`config.mk`:
```
export PLATFORM = sky130hd
export DESIGN_NAME = dcem_fifo
export DESIGN_NICKNAME = d
export VERILOG_FILES = /design/src/design/dcem_pkg.sv /design/src/design/dcem_fifo.sv
export SDC_FILE = /design/constraint.sdc
export NUM_CORES = 1
export LEC_CHECK = 0
export BUFFER_PORTS_ARGS = -buffer_cell sky130_fd_sc_hd__buf_2
export CAP_MARGIN = 5
export CORE_ASPECT_RATIO = 1.75
export CORE_MARGIN = 5
export CORE_UTILIZATION = 42
export CTS_CLUSTER_SIZE = 10
export DETAILED_ROUTE_END_ITERATION = 16
export GPL_TIMING_DRIVEN = 0
export PLACE_DENSITY = 0.66
export SLEW_MARGIN = 15
export SYNTH_ARGS = -nofsm -noshare
export SYNTH_HDL_FRONTEND = slang
export SYNTH_SLANG_ARGS = --single-unit
```
`constraint.sdc`:
```
create_clock -name clk -period 10.6 [get_ports clk]
set_input_delay 1.06 -clock clk [delete_from_list [all_inputs] [get_ports clk]]
set_output_delay 1.06 -clock clk [all_outputs]
set_load 0.005 [all_outputs]
```
`src/design/dcem_pkg.sv`:
```
// ----------------------------------------------------------------------------
// dcem_pkg
// Shared types, widths and codes of the dc energy meter accumulator.
// ----------------------------------------------------------------------------
`default_nettype none

package dcem_pkg;

    // field widths
    localparam int LEN_W    = 4;
    localparam int RAW_W    = 32;
    localparam int VRAW_W   = 16;
    localparam int TS_W     = 32;
    localparam int CUR_W    = 31;
    localparam int VOLT_W   = 26;
    localparam int DIV_W    = 32;
    localparam int FLOOR_W  = 16;
    localparam int ENERGY_W = 64;
    localparam int EVT_W    = 2;
    localparam int SCALE_W  = 10;

    // products: current x voltage, then times elapsed ms
    localparam int PW_W   = CUR_W + VOLT_W;
    localparam int PROD_W = PW_W + TS_W;

    // padded stream widths
    localparam int IN_DATA_W  = 88;
    localparam int OUT_DATA_W = 128;

    // defaults
    localparam int SUM_BITS_DEF    = 128;
    localparam int QUEUE_DEPTH_DEF = 2;

    localparam logic [DIV_W-1:0]   DIVISOR_RESET = 32'd3600000000;
    localparam logic [FLOOR_W-1:0] FLOOR_RESET   = 16'd5;
    localparam logic [LEN_W-1:0]   MIN_LEN       = 4'd7;
    localparam logic [SCALE_W-1:0] VOLT_SCALE    = 10'd1000;

    // configuration register indexes
    localparam int CFG_INDEX_W = 1;
    localparam logic [CFG_INDEX_W-1:0] CFG_DIVISOR = 1'b0;
    localparam logic [CFG_INDEX_W-1:0] CFG_FLOOR   = 1'b1;

    // session event codes
    typedef enum logic [EVT_W-1:0] {
        EVT_NONE  = 2'd0,
        EVT_START = 2'd1,
        EVT_STOP  = 2'd2
    } session_event_t;

    // decoded sample handed from front to back
    typedef struct packed {
        logic [CUR_W-1:0]  cur;
        logic [VOLT_W-1:0] volt;
        logic [TS_W-1:0]   ts;
    } item_t;

    // one result word
    typedef struct packed {
        logic                charging;
        session_event_t      event_code;
        logic [ENERGY_W-1:0] energy;
        logic [CUR_W-1:0]    cur;
        logic [VOLT_W-1:0]   volt;
    } result_t;

    // back end sequencer states
    typedef enum logic [2:0] {
        ST_IDLE,
        ST_MUL_LO,
        ST_MUL_HI,
        ST_ADD,
        ST_DIV,
        ST_DONE
    } back_state_t;

endpackage

`default_nettype wire

```
`src/design/dcem_fifo.sv`:
```
// ----------------------------------------------------------------------------
// dcem_fifo
// Short queue of decoded samples between the front and the back.
// ----------------------------------------------------------------------------
`default_nettype none

module dcem_fifo
#(
    parameter int DEPTH = dcem_pkg::QUEUE_DEPTH_DEF
)
(
    input  wire logic      clk,
    input  wire logic      rst_n,
    input  wire logic      wr_valid,
    output logic           wr_ready,
    input  wire dcem_pkg::item_t wr_item,
    output logic           rd_valid,
    input  wire logic      rd_ready,
    output dcem_pkg::item_t rd_item
);
    import dcem_pkg::*;

    localparam int PTR_W = (DEPTH > 1) ? $clog2(DEPTH) : 1;
    localparam int CNT_W = $clog2(DEPTH + 1);

    item_t            mem [DEPTH];
    logic [PTR_W-1:0] wr_ptr_reg;
    logic [PTR_W-1:0] rd_ptr_reg;
    logic [CNT_W-1:0] count_reg;
    logic             push;
    logic             pop;

    assign wr_ready = (count_reg != CNT_W'(DEPTH));
    assign rd_valid = (count_reg != '0);
    assign rd_item  = mem[rd_ptr_reg];
    assign push     = wr_valid && wr_ready;
    assign pop      = rd_valid && rd_ready;

    // pointers and fill count
    always_ff @(posedge clk or negedge rst_n)
    begin
        if (!rst_n)
        begin
            wr_ptr_reg <= '0;
            rd_ptr_reg <= '0;
            count_reg  <= '0;
        end
        else
        begin
            if (push)
                wr_ptr_reg <= (wr_ptr_reg == PTR_W'(DEPTH - 1)) ? '0 : wr_ptr_reg + 1'b1;
            if (pop)
                rd_ptr_reg <= (rd_ptr_reg == PTR_W'(DEPTH - 1)) ? '0 : rd_ptr_reg + 1'b1;
            if (push && !pop)
                count_reg <= count_reg + 1'b1;
            else if (pop && !push)
                count_reg <= count_reg - 1'b1;
        end
    end

    // storage
    always_ff @(posedge clk)
    begin
        if (push)
            mem[wr_ptr_reg] <= wr_item;
    end

endmodule

`default_nettype wire

```
==> flow_summary.yaml <==
worst_setup_path:
  worstPathRequired_ns: 9.54
  critical-path-top-delay-family: "buffers and inverters"
  crit_chain: "buf_6 -> buf_12 -> mux2_4 -> buf_2"
  max_stage_delay_ns: 0.34
  worst_setup_path_end_kind: "output port"
  slowest_stage: "dfrtp_1"
  arrival_ns: 1.63
  cp-start-kind: "flop"
  crit_buf_inv: 3
  crit_type: "flop to output port"
  cp_max_fo: 10
yosys:
  synth_common_cells: "178 x edfxtp_1, 89 x mux2_4, 9 x buf_12, 4 x dfrtp_1, 3 x xnor2_1"
  synth.most_common_cell: "edfxtp_1"
  syn_area_mm2: 0.00707
  syn_avg_cell_area_um2: 24.0
  synth-edff-count: 178
  synth_seq_cells: 182
  syn_nets: 389
  synthCells: 295
  yosysTopAreaCell: "edfxtp_1"
  synth_cell_types: 14
  yosys_warnings: 0
  synthTopCellsByArea: "edfxtp_1 76%, mux2_4 19%, buf_12 2.5%"
  synth_flop_cell: "edfxtp_1"
  async_reset_ff_frac: 0.0220
  synth_seq_area_share: 0.771
  synth_top_area_share: 0.756
power:
  p_seq_frac: 0.419
  power_density_mw_per_mm2: 273
  ir_drop_v: 0.000226
  power.share.clock: 0.237
  comb_power_share: 0.344
  power.leakage_uw: 0.00361
  p_sw_uw: 681
  p_sw_frac: 0.278
  p_int_uw: 1770
cts:
  cts_buffers: 17
  cts_tree: "yes"
  root_buffer: "clkbuf_16"
  clock_latency_ns: 0.42
  post_cts_resized: 0
  cts_buffer_depth: 2
  postCtsHoldBufs: 0
  clock_sinks: 182
  clk_pin_slew_worst_paths_ns: 0.07
  cts_setup_buffers: 0
  cts_max_level: 4
sta:
  relSlewSlack: 0.632
  max_freq_mhz: 372
  finalWorstSetupSlack_ns: 7.91
  slew_viol_final: 0
  tns_ns: 0
  setup_viol_count_final: 0
  finalCritPeriodShare: 0.253
  timing.final.hold_violations: 0
  worstMarginPinSlew_ns: 0.552
  finClkSkew_ns: 0.0105
  rsz0062_at_grt: "false"
  period_needed_ns: 2.69
run_status:
  status: "finished clean"
global_routing:
  antenna_found_initial: 4
  grt_max_degree: 55
  overflow: 0
  grt_pass1_wl_mm: 20.4
  grtUsageTotal: 0.141
  grt_pass1_vias: 3780
routing:
  drt_wl_total_mm: 13.5
  routed_via_density: 4.63
  drt_iter0_markers: 118
  wl_per_cell_um: 18.1
  ant_nets: 0
  first_pass_iters: 4
  vias: 3432
  drc: 0
place:
  dp_slack_ns: 8.11
  port_buffers: 183
  place.gp.congestion: 0.708
  dp_hpwl_mm: 9.76
layout:
  n_fill_cell: 1347
  drive_gt1_frac: 0.619
  syn_to_final_growth_pct: 26.7
  largest_register_ffs: 178
  nets: 596
die:
  initial_core_util: 0.428
  die_x_um: 108
  io_pins: 184
  die_area_mm2: 0.0196
  core_mm2: 0.0165
  rows: 62
  dieHeight_um: 182
job:
  timing.max_cap.violations: 0
worst_hold_path:
  hp-class: "primary input to asynchronous set/reset pin"
-- routing by layer --
metal  share of wire  global-route usage
met5          0.0015                   0
met4           0.032              0.0748
met2            0.57               0.257
met1            0.35               0.142
met3           0.047              0.0380
-- layout by cell type (no fill, tap or decap), drive strengths merged --
master | Yosys | layout
xnor2 | 3 | 3
dfrtp | 4 | 4
nor2 | 2 | 2
clkinvlp | 0 | 2
or2 | 1 | 1
edfxtp | 178 | 178
buf | 10 | 198
clkinv | 0 | 6
mux2 | 89 | 89
clkbuf | 0 | 17
and3 | 1 | 1
inv | 1 | 8
diode | 0 | 3
ha | 1 | 1
xor2 | 2 | 2
nand2 | 2 | 2
nand2b | 1 | 1
-- path summary, 6_finish.rpt --
path	end	depth (start not counted)	slack, ns	startpoint
max	rd_item[5]	4	7.91	rd_ptr_reg
min	wr_ptr_reg	1	0.44	rst_n
max reg2reg	mem[0][87]	5	8.65	count_reg[0]
min reg2reg	count_reg[1]	1	0.53	count_reg[1]
max in group asynchronous	count_reg[1]	1	10.03	rst_n
min in group clk	count_reg[1]	1	0.53	count_reg[1]
-- final cells by class --
cell class | instances | area (um^2) | share of cell area
plain buffers | 10 | 191 | 0.0214
flip-flops and latches | 182 | 5450 | 0.608
well taps | 224 | 280 | 0.0313
clock buffers | 17 | 425 | 0.0475
multi-input cells | 102 | 1440 | 0.161
repair buffers | 188 | 1040 | 0.116
diodes | 3 | 7.51 | 0.000838
clock inverters | 15 | 123 | 0.0137
inverters | 1 | 3.75 | 0.000419
-- power by group through the flow --
stage	clock, uW	combinational, uW	sequential [uW]
after floorplan	0	549	1050
after global placement	0	811	1060
after detailed placement	0	863	1040
after CTS	601	865	1030
after global routing	629	897	1040
final	580	841	1030
-- worst reg2reg max path, stage by stage (launching register included) --
cell and delay [ns]:
dfrtp_1 0.43, nand2b_1 0.19, nand2_1 0.16, nor2_4 0.43, buf_16 0.22, buf_12 0.20
-- logic make-up after synthesis --
group | count (synthesis) | share of synthesized area
xor+xnor | 5 | 0.00620
fa+ha+maj | 1 | 0.00177
buf+inv | 11 | 0.0276
flops | 182 | 0.771
mux | 89 | 0.189
simple gates | 7 | 0.00478
-- stage by stage --
step                utilization  area, um^2  instances  hold WS (ns)  total power (uW)
global route              0.542        8950        742         0.408              2570
finish                    0.542        8950        742         0.440              2450
floorplan                     -        7070        295         0.456              1600
detailed placement        0.508        8400        707         0.508              1910
global placement          0.500        8260        702         0.477              1880
CTS                       0.541        8950        739         0.408              2490
No activity file was read; power rests on OpenSTA's default activity.
