<file path="src/design/dcem_pkg.sv">
// ----------------------------------------------------------------------------
// dcem_pkg
// Shared types, widths and codes of the dc energy meter accumulator.
// ----------------------------------------------------------------------------
`default_nettype none

package dcem_pkg;

    // field widths
    localparam int LEN_W    = 4;
    localparam int RAW_W    = 32;
    localparam int VRAW_W   = 16;
    localparam int TS_W     = 32;
    localparam int CUR_W    = 31;
    localparam int VOLT_W   = 26;
    localparam int DIV_W    = 32;
    localparam int FLOOR_W  = 16;
    localparam int ENERGY_W = 64;
    localparam int EVT_W    = 2;
    localparam int SCALE_W  = 10;

    // products: current x voltage, then times elapsed ms
    localparam int PW_W   = CUR_W + VOLT_W;
    localparam int PROD_W = PW_W + TS_W;

    // padded stream widths
    localparam int IN_DATA_W  = 88;
    localparam int OUT_DATA_W = 128;

    // defaults
    localparam int SUM_BITS_DEF    = 128;
    localparam int QUEUE_DEPTH_DEF = 2;

    localparam logic [DIV_W-1:0]   DIVISOR_RESET = 32'd3600000000;
    localparam logic [FLOOR_W-1:0] FLOOR_RESET   = 16'd5;
    localparam logic [LEN_W-1:0]   MIN_LEN       = 4'd7;
    localparam logic [SCALE_W-1:0] VOLT_SCALE    = 10'd1000;

    // configuration register indexes
    localparam int CFG_INDEX_W = 1;
    localparam logic [CFG_INDEX_W-1:0] CFG_DIVISOR = 1'b0;
    localparam logic [CFG_INDEX_W-1:0] CFG_FLOOR   = 1'b1;

    // session event codes
    typedef enum logic [EVT_W-1:0] {
        EVT_NONE  = 2'd0,
        EVT_START = 2'd1,
        EVT_STOP  = 2'd2
    } session_event_t;

    // decoded sample handed from front to back
    typedef struct packed {
        logic [CUR_W-1:0]  cur;
        logic [VOLT_W-1:0] volt;
        logic [TS_W-1:0]   ts;
    } item_t;

    // one result word
    typedef struct packed {
        logic                charging;
        session_event_t      event_code;
        logic [ENERGY_W-1:0] energy;
        logic [CUR_W-1:0]    cur;
        logic [VOLT_W-1:0]   volt;
    } result_t;

    // back end sequencer states
    typedef enum logic [2:0] {
        ST_IDLE,
        ST_MUL_LO,
        ST_MUL_HI,
        ST_ADD,
        ST_DIV,
        ST_DONE
    } back_state_t;

endpackage

`default_nettype wire

</file>
<file path="src/design/dcem_front.sv">
// ----------------------------------------------------------------------------
// dcem_front
// Accepts meter frames, drops short ones, decodes current and voltage.
// ----------------------------------------------------------------------------
`default_nettype none

module dcem_front
(
    input  wire logic                         clk,
    input  wire logic                         rst_n,
    input  wire logic                         in_valid,
    output logic                              in_ready,
    input  wire logic [dcem_pkg::LEN_W-1:0]   frame_length,
    input  wire logic [dcem_pkg::RAW_W-1:0]   current_raw,
    input  wire logic [dcem_pkg::VRAW_W-1:0]  voltage_raw,
    input  wire logic [dcem_pkg::TS_W-1:0]    timestamp_ms,
    input  wire logic [dcem_pkg::FLOOR_W-1:0] current_floor,
    output dcem_pkg::item_t                   item,
    output logic                              item_valid,
    input  wire logic                         item_ready
);
    import dcem_pkg::*;

    logic             valid_reg;
    item_t            item_reg;
    item_t            item_next;
    logic [CUR_W-1:0] folded;

    // fold around mid-scale, then apply the floor
    always_comb
    begin
        folded         = current_raw[RAW_W-1] ? current_raw[CUR_W-1:0]
                                              : ~current_raw[CUR_W-1:0];
        item_next.cur  = (folded < CUR_W'(current_floor)) ? '0 : folded;
        item_next.volt = VOLT_W'(voltage_raw) * VOLT_W'(VOLT_SCALE);
        item_next.ts   = timestamp_ms;
    end

    assign in_ready   = !valid_reg || item_ready;
    assign item_valid = valid_reg;
    assign item       = item_reg;

    // valid flag: short frames never enter
    always_ff @(posedge clk or negedge rst_n)
    begin
        if (!rst_n)
            valid_reg <= 1'b0;
        else if (in_ready)
            valid_reg <= in_valid && (frame_length >= MIN_LEN);
    end

    // decoded sample
    always_ff @(posedge clk)
    begin
        if (in_ready && in_valid)
            item_reg <= item_next;
    end

endmodule

`default_nettype wire

</file>
<file path="config.mk">
export PLATFORM = sky130hd
export DESIGN_NAME = dcem_front
export DESIGN_NICKNAME = d
export VERILOG_FILES = /design/src/design/dcem_pkg.sv /design/src/design/dcem_front.sv
export SDC_FILE = /design/constraint.sdc
export NUM_CORES = 1
export LEC_CHECK = 0
export ABC_AREA = 1
export BUFFER_PORTS_ARGS = -buffer_cell sky130_fd_sc_hd__buf_2
export CAP_MARGIN = 20
export CORE_UTILIZATION = 45
export DETAILED_ROUTE_END_ITERATION = 8
export GPL_TIMING_DRIVEN = 0
export PLACE_DENSITY = 0.8
export SLEW_MARGIN = 20
export SYNTH_ARGS = -nofsm -noshare
export SYNTH_HDL_FRONTEND = slang
export SYNTH_SLANG_ARGS = --single-unit
</file>
<file path="constraint.sdc">
create_clock -name clk -period 10.25 [get_ports clk]
set_input_delay 2.05 -clock clk [delete_from_list [all_inputs] [get_ports clk]]
set_output_delay 2.05 -clock clk [all_outputs]
set_load 0.01 [all_outputs]
</file>
==> reports/metrics.yaml, run 1 <==
sta:
  period_share_pct: 55.5
  fin_worst_skew_ns: 0.00634
  fin_crit_ns: 5.69
  slew_violations: 0
  rsz0062_at_grt: "no"
  fin_ws_ns: 4.56
  fmax_ghz: 0.176
  fin_tns_setup_ns: 0
  setup-violations-final: 0
  hold_viol_final: 0
synth:
  netlist_area_sq_um: 6440
  synth_seq_area_share_pct: 40.5
  synth_cell_type_count: 29
  avgSynthCellArea_sq_um: 10.8
  synth_cells: 597
  synth-seq-cells: 87
  ys.warnings.count: 0
critical_path:
  r2r_slack_ns: 8.72
  critPathLaunch: "voltage_raw[10]"
  rr_endpoint: "item[20]$_DFFE_PP_"
  worstSetupPathType: "in2reg"
  cp.required_ns: 10.34
  arrival_ns: 5.78
  critPathCapture: "item[56]$_DFFE_PP_"
  r2r_start: "item_valid$_DFFE_PN0N_"
  r2r_cells: 3
  setup.worst_path.start_class: "input port"
  cp_max_fo: 4
  cp-end-kind: "register"
global_routing:
  track_usage_pct: 20.2
  grt_pass1_wl_um: 22900
  first_global_vias: 4841
  antenna_found_initial: 1
  grt_overflow: 0
  grt_max_degree: 26
layout:
  utilization_pct: 57.6
  largest_register_ffs: 86
  seqCellArea_sq_um: 2610
  fin_nets: 1030
  area_growth_syn_to_layout_pct: 24.7
  fillers: 1170
  fin_area_sq_um: 8030
  layout-drive-gt1-share_pct: 27.3
  multi_input_comb_area_sq_um: 3260
die:
  initial_core_util_pct: 46.2
  fp-row-count: 43
  die-area_sq_um: 14800
  io_pins: 195
  dieHeight_um: 122
  core_sq_um: 13900
  die-width_um: 122
hold_path:
  hold_class: "reg2reg"
  whs_path_depth: 2
place:
  portBuffers: 190
  gp_congestion: 0.860
  placed_area_sq_um: 7740
  dp_hpwl_um: 12200
  place_ws_ns: 4.21
cts:
  cts_tree: "built"
  cts.sinks: 87
  cts_setup_buffers: 0
  insertion_delay_ns: 0.33
  cts_buffers: 9
  ctsResizeCount: 0
  hold_buffers: 0
  path_clk_slew_ns: 0.07
  clk_path_buf_depth: 2
  cts_root_buf: "clkbuf_16"
  cts-htree-levels: 3
power:
  peakVddDrop_v: 0.000130
  p_leak_uw: 0.00407
  total_power_uw: 1790
  p_per_area_nw_per_um2: 223
route:
  dr.pass1.iters: 4
  drt_iter0_markers: 268
  vias_per_cell: 4.83
  drc: 0
  ant_nets: 0
  totalWireLength_um: 14400
  num_vias: 4778
  routedWlPerCell_um: 14.6
job:
  drv_cap: 0
run_status:
  outcome: "complete, no violations"
-- per-stage QoR --
stage,cells,hold slack [ns]
floorplan,599,0.612
global placement,969,0.502
detailed placement,973,0.638
CTS,989,0.655
global route,990,0.678
finish,990,0.659
-- power breakdown --
part | internal (uW) | switching (uW)
clock | 168 | 138
sequential | 502 | 12.7
combinational | 381 | 590
-- how the worst min path moves through the flow --
stage / start / to / slack (ns)
floorplan: item_valid$_DFFE_PN0N_ / item_valid$_DFFE_PN0N_ / 0.61
global route: item_valid$_DFFE_PN0N_ / item_valid$_DFFE_PN0N_ / 0.68
global placement: item_valid$_DFFE_PN0N_ / item_valid$_DFFE_PN0N_ / 0.50
finish: item_valid$_DFFE_PN0N_ / item_valid$_DFFE_PN0N_ / 0.66
detailed placement: item_valid$_DFFE_PN0N_ / item_valid$_DFFE_PN0N_ / 0.64
CTS: item_valid$_DFFE_PN0N_ / item_valid$_DFFE_PN0N_ / 0.65
-- cells in the final DEF (no fill, tap or decap), drive strengths merged, types with 2 or more instances in the layout --
cell type / instances
xnor2: 12
or2: 2
nand2: 83
nor2: 22
nand4: 7
inv: 137
buf: 202
clkinvlp: 2
conb: 3
a21oi: 40
o21bai: 3
ha: 69
o21ai: 8
a21boi: 3
edfxtp: 86
nand3: 14
nor3: 6
clkbuf: 11
xor2: 33
fa: 53
a21o: 4
o21a: 2
clkinv: 2
and2: 2
-- cell usage after synthesis, drive strengths merged --
cell | number | area [sq um]
o21ai | 8 | 40.0
inv | 135 | 507
xor2 | 33 | 289
nor2 | 22 | 90.1
and3 | 1 | 6.26
nand4 | 7 | 43.8
or2 | 2 | 12.5
ha | 69 | 863
nand2 | 83 | 312
buf | 8 | 81.3
edfxtp | 86 | 2580
a21o | 4 | 30.0
conb | 1 | 3.75
dfrtp | 1 | 25.0
a21oi | 40 | 200
o21a | 2 | 15.0
a21boi | 3 | 22.5
nand3 | 14 | 70.1
and2 | 2 | 12.5
clkbuf | 1 | 3.75
xnor2 | 12 | 105
o211ai | 1 | 7.51
o21bai | 3 | 22.5
fa | 53 | 1060
nor3 | 6 | 30.0
-- area by class of cell --
class                   instances  share of cell area (%)
plain buffers                   9                    1.06
flip-flops and latches         87                    32.5
well taps                     180                    2.81
clock inverters                 6                   0.655
clock buffers                  10                    2.85
repair buffers                194                    13.2
diodes                          1                  0.0312
multi-input cells             368                    40.6
inverters                     135                    6.31
-- worst max-delay path, stage by stage --
cell and delay, ns:
buf_2 0.12, inv_1 0.21, fa_1 0.49, fa_1 0.52, inv_1 0.05, fa_1 0.50
inv_1 0.05, fa_1 0.49, inv_1 0.04, ha_1 0.35, nand2_1 0.14, inv_1 0.05
a21boi_0 0.33, nor2_1 0.08, nor2_1 0.13, nand2_1 0.07, nand2_1 0.05, nand2_1 0.05
-- logic make-up (layout without fill, tap and decap cells) --
family,count (synthesis),in the layout,synth area share (%)
flip-flops,87,87,40.5
other,1,4,0.0583
AO/OA/AOI/OAI,61,61,5.25
buffers and inverters,144,354,9.20
AND/OR/NAND/NOR,137,137,8.96
adder cells (fa/ha/maj),122,122,29.9
XOR/XNOR,45,45,6.12
-- layer usage --
| layer | global-route usage, % | share of wire (%) | vias up |
|---|---|---|---|
| met1 | 22.0 | 38 | 2235 |
| li1 | - | - | 2332 |
| met2 | 38.3 | 53 | 189 |
| met4 | 7.25 | 1.7 | 0 |
| met5 | 0 | 0 | - |
| met3 | 4.35 | 7.3 | 22 |
(Power assumes the default switching activity.)
==> run 2, diff against run 1 <==
Settings changed: ABC_AREA 1 to 0, PLACE_DENSITY 0.8 to 0.83.
Clock period 10.25 ns to 4.6 ns, I/O delays scaled along.
==> reports/metrics.yaml, run 2 <==
run_status:
  outcome: "complete, no violations"  # unchanged
route:
  vias_per_cell: 5.04  # was 4.83
  dr.pass1.iters: 4  # unchanged
  totalWireLength_um: 14600  # was 14400 um
  drt_iter0_markers: 258  # was 268
  num_vias: 4709  # was 4778
  drc: 0  # unchanged
  routedWlPerCell_um: 15.7  # was 14.6 um
  ant_nets: 0  # unchanged
cts:
  cts.sinks: 87  # unchanged
  cts_tree: "built"  # unchanged
  clk_path_buf_depth: 2  # unchanged
  insertion_delay_ns: 0.33  # about the same
  path_clk_slew_ns: 0.07  # about the same
  cts_root_buf: "clkbuf_16"  # unchanged
  cts_buffers: 9  # unchanged
  cts-htree-levels: 3  # unchanged
power:
  p_per_area_nw_per_um2: 596  # was 223 nW/um^2
  power_frac_clock_pct: 15.5  # was 17.1%
  p_comb_share_pct: 61.7  # was 54.2%
  p_int_uw: 3010  # was 1050 uW
  net-switching-power_uw: 2020  # was 741 uW
  p_seq_share_pct: 22.8  # was 28.7%
  p_leak_uw: 0.00387  # was 0.00407 uW
  swShare_pct: 40.1  # was 41.4%
  peakVddDrop_v: 0.000397  # was 0.000130 V
critical_path:
  critical_path_buf_inv_count: 4  # was 6
  crit_chain: "buf_6 > clkinvlp_4 > fa_1 > fa_1 > fa_1 > fa_1 > inv_1 > ha_1 > buf_6 > and3_1 > nand3_2 > a211oi_4 > a2111oi_2 > a2111oi_2"  # was buf_2 > inv_1 > fa_1 > fa_1 > inv_1 > fa_1 > inv_1 > fa_1 > inv_1 > ha_1 > nand2_1 > inv_1 > a21boi_0 > nor2_1 > nor2_1 > nand2_1 > nand2_1 > nand2_1
  setup.worst_path.start_class: "input port"  # unchanged
  r2r_slack_ns: 2.85  # was 8.72 ns
  cp_top_family: "adder cells"  # unchanged
  arrival_ns: 4.67  # was 5.78 ns
  cp.required_ns: 4.73  # was 10.34 ns
  critical-path-slowest-cell: "fa_1"  # unchanged
  worst-path-stages: 14  # was 18
  cpMostUsedCell: "fa_1"  # was inv_1
  cp-end-kind: "register"  # unchanged
  r2r_cells: 3  # unchanged
  r2r_start: "item_valid$_DFFE_PN0N_"  # unchanged
  cp_max_fo: 8  # was 4
  rr_endpoint: "item[69]$_SDFFCE_PN0P_"  # was item[20]$_DFFE_PP_
  worstSetupPathType: "in2reg"  # unchanged
  slowest_delay_ns: 0.57  # was 0.52 ns
synth:
  synth_top_area_cell: "edfxtp_1"  # unchanged
  async_reset_ff_share_pct: 1.15  # unchanged
  synthTopCellsByArea: "edfxtp_1 40%, fa_1 16%, ha_1 13%"  # unchanged
  synth-seq-cells: 87  # unchanged
  ys.warnings.count: 0  # unchanged
  ys.flop_type: "edfxtp_1"  # unchanged
  synth_most_common_cell: "inv_1"  # unchanged
  synth_edf_count: 86  # unchanged
  synth_common_cells: "97 x inv_1, 86 x edfxtp_1, 69 x ha_1"  # was 135 x inv_1, 86 x edfxtp_1, 83 x nand2_1
  synth_top_area_share_pct: 40.0  # was 40.1%
  netlist_area_sq_um: 6460  # was 6440 sq um
  synth_cells: 530  # was 597
  synth_seq_area_share_pct: 40.4  # was 40.5%
  avgSynthCellArea_sq_um: 12.2  # was 10.8 sq um
  synth_cell_type_count: 58  # was 29
sta:
  fmax_ghz: 0.220
  holdWs_ns: 0.353  # was 0.659 ns
  fin_crit_ns: 4.54
  slew-limit-headroom_pct: 54.9
  hold_viol_final: 0  # unchanged
  fin_ws_ns: 0.0583  # was 4.56 ns
  rsz0062_at_grt: "yes"  # was no
  worst_pin_slew_ns: 0.677
  slew_violations: 0  # unchanged
  fin_worst_skew_ns: 0.00974  # was 0.00634 ns
  period_share_pct: 98.7
  setup-violations-final: 0  # unchanged
layout:
  layout.cells.most_common_list: "188 x buf_2, 86 x inv_1, 86 x edfxtp_1"  # was 191 x buf_2, 135 x inv_1, 86 x edfxtp_1
  fin_area_sq_um: 8450  # was 8030 sq um
  layout-drive-gt1-share_pct: 40.5  # was 27.3%
  fin_nets: 974  # was 1030
  fillers: 1118  # was 1170
  largest_register_ffs: 86  # unchanged
  final_cells: 934  # was 990
  seqCellArea_sq_um: 2610  # unchanged
  multi_input_comb_area_sq_um: 3690  # was 3260 sq um
  mostFrequentLayoutCell: "buf_2"  # unchanged
  area_growth_syn_to_layout_pct: 30.8  # was 24.7%
die:
  fp-row-count: 43  # unchanged
  dieHeight_um: 122  # about the same
  initial_core_util_pct: 46.3  # was 46.2%
  die-width_um: 122  # about the same
  io_pins: 195  # unchanged
  core_sq_um: 13900  # unchanged
  die-area_sq_um: 14800  # about the same
hold_path:
  hold_class: "in2async"  # was reg2reg
place:
  dp_hpwl_um: 11700  # was 12200 um
  gp_congestion: 0.883  # was 0.860
  portBuffers: 191  # was 190
  placed_area_sq_um: 7700  # was 7740 sq um
  placed_cells_incl_taps: 904  # was 973
  place_ws_ns: -0.534  # was 4.21 ns
global_routing:
  antenna_found_initial: 1  # unchanged
  first_global_vias: 4520  # was 4841
  grt_overflow: 0  # unchanged
  grt_max_degree: 52  # was 26
  track_usage_pct: 19.3  # was 20.2%
  grt_pass1_wl_um: 21800  # was 22900 um
job:
  drv_cap: 0  # unchanged
-- run 2: area by class of cell --
class,count,share of cell area [%]
Antenna cell,1,0.0296
Buffer,11,1.02
Clock buffer,10,2.71
Clock inverter,6,1.11
Inverter,97,4.59
Multi-Input combinational cell,334,43.7
Sequential cell,87,30.9
Tap cell,180,2.67
Timing Repair Buffer,208,13.4
-- run 2: worst register-to-register path, stage by stage (launching register included) --
cell and delay [ns]:
dfrtp_1 0.39, nand2b_1 0.12, and2_4 0.61, buf_12 0.30
-- run 2: kinds of logic (layout without fill, tap and decap cells) --
logic type | Yosys count | count (layout) | synth area share, %
muxes | 3 | 3 | 0.465
DFF | 87 | 87 | 40.4
other | 1 | 4 | 0.0581
and+or+nand+nor | 79 | 79 | 7.25
xor gates and xnor gates | 46 | 46 | 6.24
AOI/OAI and AO/OA | 81 | 81 | 8.91
adders and majority gates | 122 | 122 | 29.8
buffers and inverters | 111 | 332 | 6.90
-- run 2: how the worst max path moves through the flow --
stage	startpoint	end	slack (ns)
floorplan	voltage_raw[7]	item[55]$_DFFE_PP_	-0.02
global placement	voltage_raw[8]	item[55]$_DFFE_PP_	-0.54
detailed placement	voltage_raw[8]	item[55]$_DFFE_PP_	-0.53
CTS	voltage_raw[0]	item[57]$_DFFE_PP_	-0.01
global route	voltage_raw[9]	item[56]$_DFFE_PP_	-0.08
finish	voltage_raw[9]	item[56]$_DFFE_PP_	0.06
-- run 2: metal layers --
metal	vias to the layer above	GRT usage [%]	share of wire [%]	wire length, um
met3	21	4.12	6.0	882
met2	163	36.3	54	7840
li1	2244	-	-	-
met5	-	0	0	0
met4	0	6.64	1.8	265
met1	2281	21.2	39	5650
-- run 2: power by group through the flow --
stage                     logic (uW)  registers, uW  clock network, uW
after floorplan                 1720           1240                  0
after global placement          2340           1160                  0
after detailed placement        2400           1170                  0
after CTS                       2680           1150                795
after global routing            3400           1160                823
final                           3110           1150                780
-- run 2: stage by stage --
step	TNS (ns)	total power (uW)	utilization, %
floorplan	-0.0209	2970	-
global placement	-3.77	3500	55.1
detailed placement	-4.03	3570	55.2
CTS	-0.0128	4620	58.9
global route	-0.274	5380	60.6
finish	0	5040	60.6
-- run 2: timing repair --
| item | CTS | global route |
|---|---|---|
| pin swaps | 19 | 28 |
| endpoints found under the setup margin | 7 | 9 |
| hold buffers | 0 | 0 |
| setup buffers | 7 | 9 |
| gates resized for setup | 31 | 41 |
==> run 3, diff against run 2 <==
Settings changed: ABC_AREA 0 to 1.
==> reports/metrics.yaml, run 3 (synthesis results as in run 1) <==
run_status:
  outcome: "complete, no violations"  # unchanged
die:
  die-area_sq_um: 14800  # about the same
  die-width_um: 122  # about the same
  core_sq_um: 13900  # unchanged
  dieHeight_um: 122  # about the same
  initial_core_util_pct: 46.2  # was 46.3%
  fp-row-count: 43  # unchanged
  io_pins: 195  # unchanged
place:
  placed_area_sq_um: 7730  # was 7700 sq um
  dp_hpwl_um: 11800  # was 11700 um
  portBuffers: 190  # was 191
  gp_congestion: 0.859  # was 0.883
  placed_cells_incl_taps: 973  # was 904
  place_ws_ns: -0.325  # was -0.534 ns
sta:
  setup-violations-final: 0  # unchanged
  fin_ws_ns: 0.208  # was 0.0583 ns
  fin_crit_ns: 4.39  # was 4.54 ns
  hold_viol_final: 0  # unchanged
  slew_violations: 0  # unchanged
  fmax_ghz: 0.228  # was 0.220 GHz
  holdWs_ns: 0.345  # was 0.353 ns
  fin_worst_skew_ns: 0.00523  # was 0.00974 ns
  period_share_pct: 95.5  # was 98.7%
route:
  vias_per_cell: 4.74  # was 5.04
  dr_wl_met3_um: 800  # was 882 um
  met2_length_um: 7520  # was 7840 um
  routedWlPerCell_um: 14.2  # was 15.7 um
  met1_length_um: 5640  # was 5650 um
  drt_iter0_markers: 308  # was 258
  num_vias: 4715  # was 4709
  dr.pass1.iters: 5  # was 4
  drc: 0  # unchanged
  ant_nets: 0  # unchanged
  maxUsedRoutingLayer: "met4"  # unchanged
  totalWireLength_um: 14200  # was 14600 um
cts:
  insertion_delay_ns: 0.34  # was 0.33 ns
  cts_buffers: 9  # unchanged
  cts_root_buf: "clkbuf_16"  # unchanged
  path_clk_slew_ns: 0.06  # was 0.07 ns
  cts_tree: "built"  # unchanged
  hold_buffers: 0  # unchanged
  cts-htree-levels: 3  # unchanged
  cts.sinks: 87  # unchanged
  clk_path_buf_depth: 2  # unchanged
global_routing:
  track_usage_pct: 19.7  # was 19.3%
  grt_overflow: 0  # unchanged
  grt_pass1_wl_um: 22000  # was 21800 um
  antenna_found_initial: 1  # unchanged
  grt_max_degree: 25  # was 52
  first_global_vias: 4710  # was 4520
critical_path:
  arrival_ns: 4.48  # was 4.67 ns
  cp-end-kind: "register"  # unchanged
  worstSetupPathType: "in2reg"  # unchanged
  cp_max_fo: 4  # was 8
  r2r_slack_ns: 2.86  # was 2.85 ns
  setup.worst_path.start_class: "input port"  # unchanged
  cp.required_ns: 4.69  # was 4.73 ns
power:
  peakVddDrop_v: 0.000297  # was 0.000397 V
  p_per_area_nw_per_um2: 513  # was 596 nW/um^2
  p_leak_uw: 0.00411  # was 0.00387 uW
job:
  drv_cap: 0  # unchanged
layout:
  largest_register_ffs: 86  # unchanged
  area_growth_syn_to_layout_pct: 26.9  # was 30.8%
  utilization_pct: 58.6  # was 60.6%
  layout.cells.most_common_list: "191 x buf_2, 129 x inv_1, 86 x edfxtp_1"  # was 188 x buf_2, 86 x inv_1, 86 x edfxtp_1
  fillers: 1186  # was 1118
  fin_nets: 1035  # was 974
  layout-drive-gt1-share_pct: 29.7  # was 40.5%
  fin_area_sq_um: 8170  # was 8450 sq um
  final_cells: 995  # was 934
  mostFrequentLayoutCell: "buf_2"  # unchanged
hold_path:
  hold_class: "in2async"  # unchanged
-- run 3: cell count changes in the layout (fill, tap and decap cells not counted), sizes merged, moves of 20 or more --
cell	change
nand2	+71
inv	+39
xnor2	-30
xor2	+29
a21oi	+20
nor2b	-20
-- run 3: stage by stage --
step / power (uW) / setup TNS (ns)
4_1_cts: 4140 / 0
3_3_place_gp: 3250 / -22.02
3_5_place_dp: 3310 / -1.88
6_report: 4190 / 0
5_1_grt: 4570 / -0.00155
2_1_floorplan: 2720 / 0
-- run 3: worst paths after layout --
check,startpoint,to,depth (start not counted)
worst min-delay path,rst_n,item_valid$_DFFE_PN0N_,1
max in group asynchronous,rst_n,item_valid$_DFFE_PN0N_,1
worst min register to register,item_valid$_DFFE_PN0N_,item_valid$_DFFE_PN0N_,2
worst max register to register,item_valid$_DFFE_PN0N_,item[73]$_SDFFCE_PN0P_,4
min in group clk,item_valid$_DFFE_PN0N_,item_valid$_DFFE_PN0N_,2
worst max-delay path,voltage_raw[6],item[52]$_DFFE_PP_,15
-- run 3: timing repair --
| item | CTS | global route |
|---|---|---|
| endpoints found under the setup margin | 0 | 6 |
| setup buffers | 0 | 5 |
| resized for setup | 0 | 17 |
-- run 3: critical path, cell delays in order --
cell and delay, ns:
buf_2 0.15, inv_1 0.13, fa_1 0.60, fa_1 0.47, fa_1 0.50, fa_1 0.52
inv_1 0.04, ha_1 0.36, a21oi_1 0.23, o21ai_0 0.10, o21bai_2 0.22, nand2_1 0.09
nand2_1 0.05, nand2_1 0.05, nand2_1 0.05
-- run 3: power breakdown --
group          internal (uW)  switching [uW]
combinational            894            1350
clock                    488             321
sequential              1120            27.7
-- run 3: final cells by class --
cell class	instances	area, sq um	share of cell area, %
antenna	1	2.50	0.0306
buffer	9	85.1	1.04
clock buffer	9	225	2.76
clock inverter	7	113	1.38
inverter	135	526	6.43
multi-input combinational	368	3300	40.4
sequential	87	2610	31.9
tap	180	225	2.76
timing repair buffer	199	1090	13.3
-- run 3: layer usage --
metal,vias up,track usage [%]
met4,0,6.94
met2,155,36.2
met5,-,0
li1,2332,-
met3,16,3.75
met1,2212,22.7
